<file path="src/hw/rtl/bmhq_pkg.sv">
// package for the binary max-heap priority queue
// holds widths, codes, controller states and the control/status structs
// no dependencies
package bmhq_pkg;

  localparam int KEY_W         = 32;
  localparam int CNT_W         = 5;
  localparam int STATUS_W      = 2;
  localparam int DEFAULT_DEPTH = 16;

  localparam logic [CNT_W-1:0] CAP_RESET = 5'd16;

  // operation codes
  localparam logic OP_INSERT = 1'b0;
  localparam logic OP_REMOVE = 1'b1;

  // result status codes
  localparam logic [STATUS_W-1:0] ST_OK    = 2'd0;
  localparam logic [STATUS_W-1:0] ST_FULL  = 2'd1;
  localparam logic [STATUS_W-1:0] ST_EMPTY = 2'd2;

  // read address selection for port 0
  typedef enum logic [1:0] {
    RD_LAST,
    RD_PARENT,
    RD_CHILD
  } rd_sel_t;

  typedef enum logic [2:0] {
    S_IDLE,
    S_UP_RD,
    S_UP_CMP,
    S_DN_LOAD,
    S_DN_RD,
    S_DN_CMP,
    S_DONE
  } state_t;

  // controller to datapath
  typedef struct packed {
    logic    accept;
    rd_sel_t rd_sel;
    logic    load_mv;
    logic    wr_en;
    logic    wr_mv;
    logic    idx_to_parent;
    logic    idx_to_child;
  } ctrl_cmd_t;

  // datapath to controller
  typedef struct packed {
    logic full;
    logic empty;
    logic idx_zero;
    logic cnt_zero;
    logic up_swap;
    logic go_child;
  } dp_status_t;

endpackage

</file>
<file path="src/hw/rtl/binary_max_heap_queue_top.sv">
// binary max-heap priority queue, top level; depends on bmhq_pkg, bmhq_ctrl, bmhq_dp
// an insert sifts up one level per step, a remove sifts down one level per step
// a refused insert (full) or remove (empty) goes straight to the done strobe
// busy stays high until the done strobe cycle ends
// a new operation is taken the cycle after done; the receiver cannot stall
// sync reset empties the heap and sets capacity to 16; no clearing pass
module binary_max_heap_queue_top #(
  parameter int DEPTH = bmhq_pkg::DEFAULT_DEPTH
) (
  input  logic                                 clk,
  input  logic                                 rst,
  input  logic                                 start,
  output logic                                 busy,
  input  logic                                 cmd,
  input  logic signed [bmhq_pkg::KEY_W-1:0]    key_in,
  input  logic                                 cfg_wr_en,
  input  logic        [bmhq_pkg::CNT_W-1:0]    cfg_wr_data,
  output logic                                 done,
  output logic        [bmhq_pkg::STATUS_W-1:0] status,
  output logic signed [bmhq_pkg::KEY_W-1:0]    removed_key,
  output logic signed [bmhq_pkg::KEY_W-1:0]    top_key,
  output logic                                 top_valid,
  output logic        [bmhq_pkg::CNT_W-1:0]    entry_total
);
  import bmhq_pkg::*;

  ctrl_cmd_t  ctl;
  dp_status_t sts;

  // sequencer
  bmhq_ctrl u_ctrl (
    .clk   (clk),
    .rst   (rst),
    .start (start),
    .cmd   (cmd),
    .sts   (sts),
    .ctl   (ctl),
    .busy  (busy),
    .done  (done)
  );

  // heap storage and compare logic
  bmhq_dp #(
    .DEPTH (DEPTH)
  ) u_dp (
    .clk         (clk),
    .rst         (rst),
    .cmd         (cmd),
    .key_in      (key_in),
    .cfg_wr_en   (cfg_wr_en),
    .cfg_wr_data (cfg_wr_data),
    .ctl         (ctl),
    .sts         (sts),
    .status      (status),
    .removed_key (removed_key),
    .top_key     (top_key),
    .top_valid   (top_valid),
    .entry_total (entry_total)
  );

endmodule

</file>
<file path="src/hw/rtl/bmhq_dp.sv">
// datapath of the heap queue: heap memory, moving key, index, count, capacity
// depends on bmhq_pkg
module bmhq_dp #(
  parameter int DEPTH = bmhq_pkg::DEFAULT_DEPTH
) (
  input  logic                                clk,
  input  logic                                rst,
  input  logic                                cmd,
  input  logic signed [bmhq_pkg::KEY_W-1:0]   key_in,
  input  logic                                cfg_wr_en,
  input  logic        [bmhq_pkg::CNT_W-1:0]   cfg_wr_data,
  input  bmhq_pkg::ctrl_cmd_t                 ctl,
  output bmhq_pkg::dp_status_t                sts,
  output logic        [bmhq_pkg::STATUS_W-1:0] status,
  output logic signed [bmhq_pkg::KEY_W-1:0]   removed_key,
  output logic signed [bmhq_pkg::KEY_W-1:0]   top_key,
  output logic                                top_valid,
  output logic        [bmhq_pkg::CNT_W-1:0]   entry_total
);
  import bmhq_pkg::*;

  localparam int AW = (DEPTH > 1) ? $clog2(DEPTH) : 1;
  localparam int IW = ((AW > CNT_W) ? AW : CNT_W) + 2;

  logic signed [KEY_W-1:0]    mem [DEPTH];
  logic signed [KEY_W-1:0]    rd0;
  logic signed [KEY_W-1:0]    rd1;
  logic signed [KEY_W-1:0]    mv;
  logic signed [KEY_W-1:0]    top_q;
  logic signed [KEY_W-1:0]    removed_q;
  logic [STATUS_W-1:0]        status_q;
  logic                       op_q;
  logic [CNT_W-1:0]           count;
  logic [CNT_W-1:0]           capacity;
  logic [IW-1:0]              idx;

  logic [IW-1:0]              cnt_ext;
  logic [IW-1:0]              parent;
  logic [IW-1:0]              lchild;
  logic [IW-1:0]              rchild;
  logic [IW-1:0]              ra0;
  logic [IW-1:0]              child_idx;
  logic                       l_big;
  logic                       r_big;
  logic signed [KEY_W-1:0]    cmp_val;
  logic signed [KEY_W-1:0]    child_data;
  logic signed [KEY_W-1:0]    wdata;
  logic                       full_now;

  // index arithmetic
  assign cnt_ext = IW'(count);
  assign parent  = (idx - IW'(1)) >> 1;
  assign lchild  = (idx << 1) + IW'(1);
  assign rchild  = (idx << 1) + IW'(2);

  always_comb begin
    case (ctl.rd_sel)
      RD_LAST:   ra0 = cnt_ext - IW'(1);
      RD_PARENT: ra0 = parent;
      RD_CHILD:  ra0 = lchild;
      default:   ra0 = lchild;
    endcase
  end

  // pick the greater child against the moving key, ties stay put
  assign l_big      = (lchild < cnt_ext) && (rd0 > mv);
  assign cmp_val    = l_big ? rd0 : mv;
  assign r_big      = (rchild < cnt_ext) && (rd1 > cmp_val);
  assign child_data = r_big ? rd1 : rd0;
  assign child_idx  = r_big ? rchild : lchild;

  assign wdata = ctl.wr_mv ? mv : ((op_q == OP_REMOVE) ? child_data : rd0);

  assign full_now = (cnt_ext >= IW'(capacity)) || (cnt_ext >= IW'(DEPTH));

  // status toward the controller
  assign sts.full     = full_now;
  assign sts.empty    = (count == '0);
  assign sts.idx_zero = (idx == '0);
  assign sts.cnt_zero = (count == '0);
  assign sts.up_swap  = (mv > rd0);
  assign sts.go_child = l_big || r_big;

  // heap memory, one write port and two registered read ports
  always_ff @(posedge clk) begin
    if (ctl.wr_en) begin
      mem[idx[AW-1:0]] <= wdata;
    end
    rd0 <= mem[ra0[AW-1:0]];
    rd1 <= mem[rchild[AW-1:0]];
  end

  // configuration register
  always_ff @(posedge clk) begin
    if (rst) begin
      capacity <= CAP_RESET;
    end else if (cfg_wr_en) begin
      capacity <= cfg_wr_data;
    end
  end

  // entry count
  always_ff @(posedge clk) begin
    if (rst) begin
      count <= '0;
    end else if (ctl.accept) begin
      if (cmd == OP_INSERT && !full_now) begin
        count <= count + CNT_W'(1);
      end else if (cmd == OP_REMOVE && count != '0) begin
        count <= count - CNT_W'(1);
      end
    end
  end

  // operation registers, moving key and index
  always_ff @(posedge clk) begin
    if (ctl.accept) begin
      op_q <= cmd;
      if (cmd == OP_INSERT) begin
        removed_q <= '0;
        if (full_now) begin
          status_q <= ST_FULL;
        end else begin
          status_q <= ST_OK;
          mv       <= key_in;
          idx      <= cnt_ext;
        end
      end else begin
        if (count == '0) begin
          status_q  <= ST_EMPTY;
          removed_q <= '0;
        end else begin
          status_q  <= ST_OK;
          removed_q <= top_q;
          idx       <= '0;
        end
      end
    end
    if (ctl.load_mv) begin
      mv <= rd0;
    end
    if (ctl.idx_to_parent) begin
      idx <= parent;
    end else if (ctl.idx_to_child) begin
      idx <= child_idx;
    end
    // shadow of the root entry
    if (ctl.wr_en && idx == '0) begin
      top_q <= wdata;
    end
  end

  // result fields
  assign status      = status_q;
  assign removed_key = removed_q;
  assign top_valid   = (count != '0);
  assign top_key     = (count != '0) ? top_q : '0;
  assign entry_total = count;

  // count stays within the heap depth
  a_count_bound : assert property (@(posedge clk) disable iff (rst)
    cnt_ext <= IW'(DEPTH))
    else $error("entry count beyond depth");

  // heap writes land inside the occupied region
  a_write_in_heap : assert property (@(posedge clk) disable iff (rst)
    ctl.wr_en |-> (idx < cnt_ext))
    else $error("heap write outside occupied entries");

  // a refused insert leaves the count alone
  a_full_keeps_count : assert property (@(posedge clk) disable iff (rst)
    (ctl.accept && cmd == OP_INSERT && full_now) |=> (count == $past(count)))
    else $error("refused insert changed count");

  // sift-up only moves to a smaller index
  a_parent_moves_up : assert property (@(posedge clk) disable iff (rst)
    ctl.idx_to_parent |=> (idx < $past(idx)))
    else $error("sift-up index did not decrease");

endmodule

</file>
<file path="src/hw/rtl/bmhq_ctrl.sv">
// controller of the heap queue: sequences sift-up and sift-down steps
// depends on bmhq_pkg
module bmhq_ctrl (
  input  logic                 clk,
  input  logic                 rst,
  input  logic                 start,
  input  logic                 cmd,
  input  bmhq_pkg::dp_status_t sts,
  output bmhq_pkg::ctrl_cmd_t  ctl,
  output logic                 busy,
  output logic                 done
);
  import bmhq_pkg::*;

  state_t state;
  state_t state_next;

  // state register
  always_ff @(posedge clk) begin
    if (rst) begin
      state <= S_IDLE;
    end else begin
      state <= state_next;
    end
  end

  // next state and commands
  always_comb begin
    state_next        = state;
    ctl               = '0;
    ctl.rd_sel        = RD_CHILD;
    done              = 1'b0;
    case (state)
      S_IDLE: begin
        ctl.rd_sel = RD_LAST;
        if (start) begin
          ctl.accept = 1'b1;
          if (cmd == OP_INSERT) begin
            state_next = sts.full ? S_DONE : S_UP_RD;
          end else begin
            state_next = sts.empty ? S_DONE : S_DN_LOAD;
          end
        end
      end
      S_UP_RD: begin
        ctl.rd_sel = RD_PARENT;
        if (sts.idx_zero) begin
          ctl.wr_en  = 1'b1;
          ctl.wr_mv  = 1'b1;
          state_next = S_DONE;
        end else begin
          state_next = S_UP_CMP;
        end
      end
      S_UP_CMP: begin
        ctl.wr_en = 1'b1;
        if (sts.up_swap) begin
          ctl.idx_to_parent = 1'b1;
          state_next        = S_UP_RD;
        end else begin
          ctl.wr_mv  = 1'b1;
          state_next = S_DONE;
        end
      end
      S_DN_LOAD: begin
        ctl.load_mv = 1'b1;
        state_next  = sts.cnt_zero ? S_DONE : S_DN_CMP;
      end
      S_DN_RD: begin
        state_next = S_DN_CMP;
      end
      S_DN_CMP: begin
        ctl.wr_en = 1'b1;
        if (sts.go_child) begin
          ctl.idx_to_child = 1'b1;
          state_next       = S_DN_RD;
        end else begin
          ctl.wr_mv  = 1'b1;
          state_next = S_DONE;
        end
      end
      S_DONE: begin
        done       = 1'b1;
        state_next = S_IDLE;
      end
      default: begin
        state_next = S_IDLE;
      end
    endcase
  end

  assign busy = (state != S_IDLE);

  // a write never happens while idle or reporting
  a_no_idle_write : assert property (@(posedge clk) disable iff (rst)
    (state == S_IDLE || state == S_DONE) |-> !ctl.wr_en)
    else $error("heap write outside a sift");

  // every result strobe is followed by a return to idle
  a_done_to_idle : assert property (@(posedge clk) disable iff (rst)
    done |=> (state == S_IDLE))
    else $error("result strobe not followed by idle");

endmodule
</file>
<file path="config.mk">
export PLATFORM = sky130hd
export DESIGN_NAME = binary_max_heap_queue_top
export DESIGN_NICKNAME = d
export VERILOG_FILES = /design/src/hw/rtl/bmhq_pkg.sv /design/src/hw/rtl/binary_max_heap_queue_top.sv /design/src/hw/rtl/bmhq_dp.sv /design/src/hw/rtl/bmhq_ctrl.sv
export SDC_FILE = /design/constraint.sdc
export NUM_CORES = 1
export LEC_CHECK = 0
export BUFFER_PORTS_ARGS = -buffer_cell sky130_fd_sc_hd__buf_4
export CAP_MARGIN = 15
export CORE_MARGIN = 2
export CORE_UTILIZATION = 30
export CTS_CLUSTER_SIZE = 20
export DETAILED_ROUTE_END_ITERATION = 7
export PLACE_DENSITY = 0.57
export SLEW_MARGIN = 15
export SYNTH_ARGS = -nofsm -noshare
export SYNTH_HDL_FRONTEND = slang
export SYNTH_HIERARCHICAL = 1
export SYNTH_SLANG_ARGS = --single-unit
</file>
<file path="constraint.sdc">
create_clock -name clk -period 5.4 [get_ports clk]
set_input_delay 1.62 -clock clk [delete_from_list [all_inputs] [get_ports clk]]
set_output_delay 1.62 -clock clk [all_outputs]
set_load 0.05 [all_outputs]
</file>
Word-level counts from Yosys, hierarchy flattened
Memory sizes are Yosys's and may differ from the RTL's. A register that Yosys moved wholly into a read port is not among the register bits.
Cells that the tools add are included.
{"block": "classes", "reduce_logical": 23, "n_addsub": 6, "n_mux": 46, "bitwise": 1, "eq_ne": 14, "magnitude_cmp": 7}
{"cell": "$mux 32", "count": 9}
{"cell": "$gt 32x32->1", "count": 3}
{"cell": "$mux 7", "count": 6}
{"cell": "$mux 3", "count": 6}
{"cell": "$pmux 3 s6", "count": 1}
{"cell": "$lt 7x5->1", "count": 2}
{"cell": "$mux 1", "count": 13}
{"cell": "$mux 2", "count": 5}
{"cell": "$mux 5", "count": 2}
{"cell": "$eq 3x3->1 const B", "count": 3}
{"cell": "$reduce_and 3->1", "count": 3}
{"cell": "$ne 4x4->1 const B", "count": 2}
{"cell": "$pmux 4 s2", "count": 1}
{"cell": "$add 7x1->7 const B", "count": 1}
{"cell": "$add 7x2->7 const B", "count": 1}
{"cell": "$logic_not 7->1", "count": 1}
{"cell": "$sub 7x1->7 const B", "count": 1}
{"cell": "$eq 3x2->1 const B", "count": 2}
{"cell": "$mux 6", "count": 1}
{"cell": "$ne 3x3->1 const B", "count": 2}
{"cell": "$pmux 2 s3", "count": 1}
{"cell": "$reduce_bool 2->1", "count": 3}
{"cell": "$reduce_bool 3->1", "count": 2}
{"cell": "$add 5x1->5 const B", "count": 1}
{"cell": "19 further kinds", "count": 25}
{"block": "word_totals", "output_inout_bits": 74, "ramBits": 512, "word_cells": 108, "regBits": 119, "n_memories": 1}
{"memory": "u_dp.mem", "depth": 16, "word_bits": 32, "rd": 2, "rd_clocked_by_memory_dff": 2, "write_ports": 1, "line": "bmhq_dp.sv:25", "source": "logic signed [KEY_W-1:0] mem [DEPTH];"}

Logic depth before layout (Yosys ltp)
{"block": "depth", "ltp_word": 11, "ltp_mapped": 29, "ltp_nobuf": 25}

Hierarchy
Netlist, hierarchy kept.
{"module": "bmhq_dp", "instances": 1, "seq_area_each_um2": 20029.2, "cells_each": 2077, "area_each_um2": 31230.0}
{"module": "bmhq_ctrl", "instances": 1, "seq_area_each_um2": 60.1, "cells_each": 43, "area_each_um2": 311.5}

Least setup slack after synthesis
OpenSTA, ideal clock, no wires.
{"block": "synth_timing", "kind": "reg-to-reg", "startpoint": "register u_dp.idx[0]", "endpoint": "memory u_dp.mem[0][0], data pin", "n_path_buf": 7, "path_stages_with_launch": 28, "path_slack_ns": -0.509, "period_less_slack_ns": 5.909, "t_arrival_ns": 5.571, "cell_sequence": "edfxtp_1 clkbuf_1 buf_1 clkbuf_1 inv_1 ha_1 nor2b_1 o21ai_0 nand2b_1 a2111oi_0 nand3b_1 buf_2 buf_6 mux2i_1 ha_1 a21oi_1 nand2_1 a221o_1 o31a_1 o211a_4 nor2_2 nand2_1 o32ai_2 a21o_1 buf_1 clkbuf_1 nand2_1 o21ai_0"}
{"item": "from (decl)", "line": "bmhq_dp.sv:35", "source": "logic [IW-1:0] idx;"}
{"item": "from (signal assigned)", "line": "bmhq_dp.sv:126", "source": "idx <= cnt_ext;"}
{"item": "from (signal assigned)", "line": "bmhq_dp.sv:143", "source": "idx <= parent;"}
{"item": "from (signal assigned)", "line": "bmhq_dp.sv:145", "source": "idx <= child_idx;"}
{"item": "to (decl)", "line": "bmhq_dp.sv:25"}

==> impl_metrics.py <==
metrics = {
    "worst_setup_path": {
        "cp_top_family": "compound AO/OA/AOI/OAI gates",
        "cp.buffers_inverters": 5,
        "startpoint_type": "flop",
        "cp.arrival_ps": 6130,
        "crit_fanout": 8,
        "required_ps": 5930,
        "end_kind": "flop",
        "slowest_stage": "edfxtp_1",
        "slowest_delay_ps": 430,
        "crit_type": "reg -> reg",
        "r2r_slack_ps": -200,
    },
    "route": {
        "drc_errors": 0,
        "vias_per_cell": 5.09,
        "wl_um": 91500,
        "drtIter0Drc": 1838,
        "firstDrtPassIters": 5,
        "post_drt_wl_per_cell_um": 23.9,
        "ant_nets": 0,
        "num_vias": 19500,
    },
    "global_routing": {
        "grt_max_degree": 113,
        "grtUsageTotal_pct": 16.8,
        "gr-total-overflow": 0,
        "grt_antenna_before_repair": 8,
        "first_global_vias": 19400,
        "grt_pass1_wl_um": 133000,
    },
    "yosys": {
        "synth_compound_area_share_pct": 7.30,
        "avgSynthCellArea_um2": 14.9,
        "yosysSeqAreaShare_pct": 63.7,
        "synth_edf_count": 617,
        "synth-main-ff-cell": "edfxtp_1",
        "syn_nets": 2250,
        "synth_area_um2": 31500,
        "ys_warn_count": 6,
        "synth_top_family_by_area": "multiplexers",
        "synth_xor_xnor_area_share_pct": 0.361,
        "synthSimpleGateAreaFrac_pct": 6.73,
        "muxShareOfSynthArea_pct": 15.6,
        "async_reset_ff_share_pct": 0,
        "synth_cell_types": 66,
        "yosys_register_bits": 695,
        "synthCells": 2120,
        "synth_fa_ha_area_share_pct": 3.51,
    },
    "die": {
        "ios": 116,
        "fp.dieW_um": 328,
        "num_rows": 118,
        "fp.dieH_um": 328,
        "fp.coreArea_um2": 104000,
        "dieArea_um2": 108000,
        "initial_core_util_pct": 30.3,
    },
    "cts": {
        "numCtsBuffers": 77,
        "clk_pin_slew_ps": 60,
        "root_buffer": "clkbuf_16",
        "clock_path_buffers": 3,
        "cts_tree": "yes",
        "clkSinkCount": 695,
        "htree_levels": 3,
        "insertion_delay_ps": 660,
    },
    "sta": {
        "hold_viol": 0,
        "slew_violations": 0,
        "rsz0062_at_grt": "yes",
        "fin_skew_ps": 38.0,
        "min_period_ps": 5600,
        "max_freq_mhz": 179,
        "finalCritPeriodShare_pct": 104,
        "setup_viol": 545,
        "setup_ws_ps": -202,
        "fin_setup_tns_ps": -83920,
        "worst_slew_pin_slew_ps": 951,
        "maxSlewHeadroom_pct": 36.6,
    },
    "placement": {
        "hpwlAfterDp_um": 55400,
        "dpl-instance-area_um2": 35700,
        "port_buffers": 115,
        "place.gp.congestion": 0.830,
        "pre_cts_ws_ps": -412,
        "dpl.cell_count": 3647,
    },
    "min_path": {
        "hp-class": "reg -> reg",
    },
    "status": {
        "outcome": "finished with violations",
        "violations": "setup timing",
    },
    "run": {
        "max-cap-violations": 0,
    },
    "layout": {
        "nets": 2517,
        "fillers": 9698,
        "mostFrequentLayoutCells": "edfxtp_1 (617), buf_4 (259), mux2i_1 (196)",
        "fin_cells": 3835,
        "final_common_cell": "edfxtp_1",
        "final_cell_area_um2": 39300,
        "drive_gt1_share_pct": 29.2,
        "area_growth_syn_to_layout_pct": 24.5,
    },
}
worst min-delay path, delay by kind of cell, from the launching register on:
family / cells / cell delay [ps]
mux: 1 / 60
simple gates: 1 / 80
flops: 1 / 320
stage by stage:
step,util (%),hold WS [ps]
after global placement,34.3,479
after global routing,37.8,530
after CTS,37.4,503
after floorplan,-,460
final,37.8,499
after detailed placement,34.3,488
cells by family (layout without fill, tap and decap cells):
kind of cell	Yosys count	in the layout
other	0	3
AOI/OAI and AO/OA	332	333
adders and majority gates	88	88
buffers and inverters	195	526
xor gates and xnor gates	13	13
DFF	695	695
muxes	363	363
and+or+nand+nor	434	434
final timing paths:
check / endpoint / cells after the start / start
worst max-delay path: u_dp/mem[6][15] / 25 / u_dp/mv[17]
worst min-delay path: u_dp/capacity[2] / 2 / u_dp/capacity[2]
worst max register to register: u_dp/mem[6][15] / 25 / u_dp/mv[17]
worst min register to register: u_dp/capacity[2] / 2 / u_dp/capacity[2]
cell usage after synthesis (all sizes together), types with 7 or more instances:
cell type | number | area [um^2]
nor3 | 7 | 35.0
nand3 | 11 | 55.1
nor2 | 49 | 186
mux4 | 96 | 2160
nor2b | 39 | 244
mux2 | 65 | 732
inv | 57 | 214
o21ai | 50 | 262
nand2 | 189 | 709
mux2i | 202 | 2020
and2 | 65 | 407
edfxtp | 617 | 18500
nand4 | 15 | 93.8
a21o | 13 | 97.6
a21oi | 63 | 315
a31oi | 37 | 231
clkbuf | 82 | 309
a311oi | 33 | 289
nand2b | 10 | 62.6
ha | 87 | 1090
and3 | 36 | 225
dfxtp | 78 | 1560
xnor2 | 8 | 70.1
buf | 56 | 365
a211oi | 102 | 778
state kept, by name, indices dropped and copies added, names as in the netlist:
register / count
u_ctrl/state: 3
u_dp/capacity: 5
u_dp/entry_total: 5
u_dp/idx: 7
u_dp/mem: 512
u_dp/mv: 32
u_dp/op_q: 1
u_dp/rd0: 32
u_dp/rd1: 32
u_dp/removed_key: 32
u_dp/status: 2
u_dp/top_q: 32
cell type report:
cell class / count / area (um^2) / area share [%]
Timing Repair Buffer: 325 / 3300 / 8.40
Clock buffer: 103 / 2080 / 5.31
Inverter: 57 / 214 / 0.545
Multi-Input combinational cell: 1231 / 11300 / 28.9
Sequential cell: 695 / 20100 / 51.2
Tap cell: 1380 / 1730 / 4.40
Antenna cell: 3 / 7.51 / 0.0191
Clock inverter: 41 / 497 / 1.27
timing repair:
item                                    4_1_cts  5_1_grt
endpoints found under the setup margin      556      557
endpoints found under the hold margin         0        0
hold buffers                                  0        0
pin swaps                                    40       23
resized for setup                            50       24
cloned                                        4        4
setup buffers                                23       11
layer usage:
layer,GRT usage (%),wire (um)
met5,0,0
met4,5.75,2640
met3,3.13,6700
met2,27.4,42900
met1,22.6,39300
Power is not shown: default switching activity piles up to over one toggle a cycle in this logic, so the estimate is an artifact.
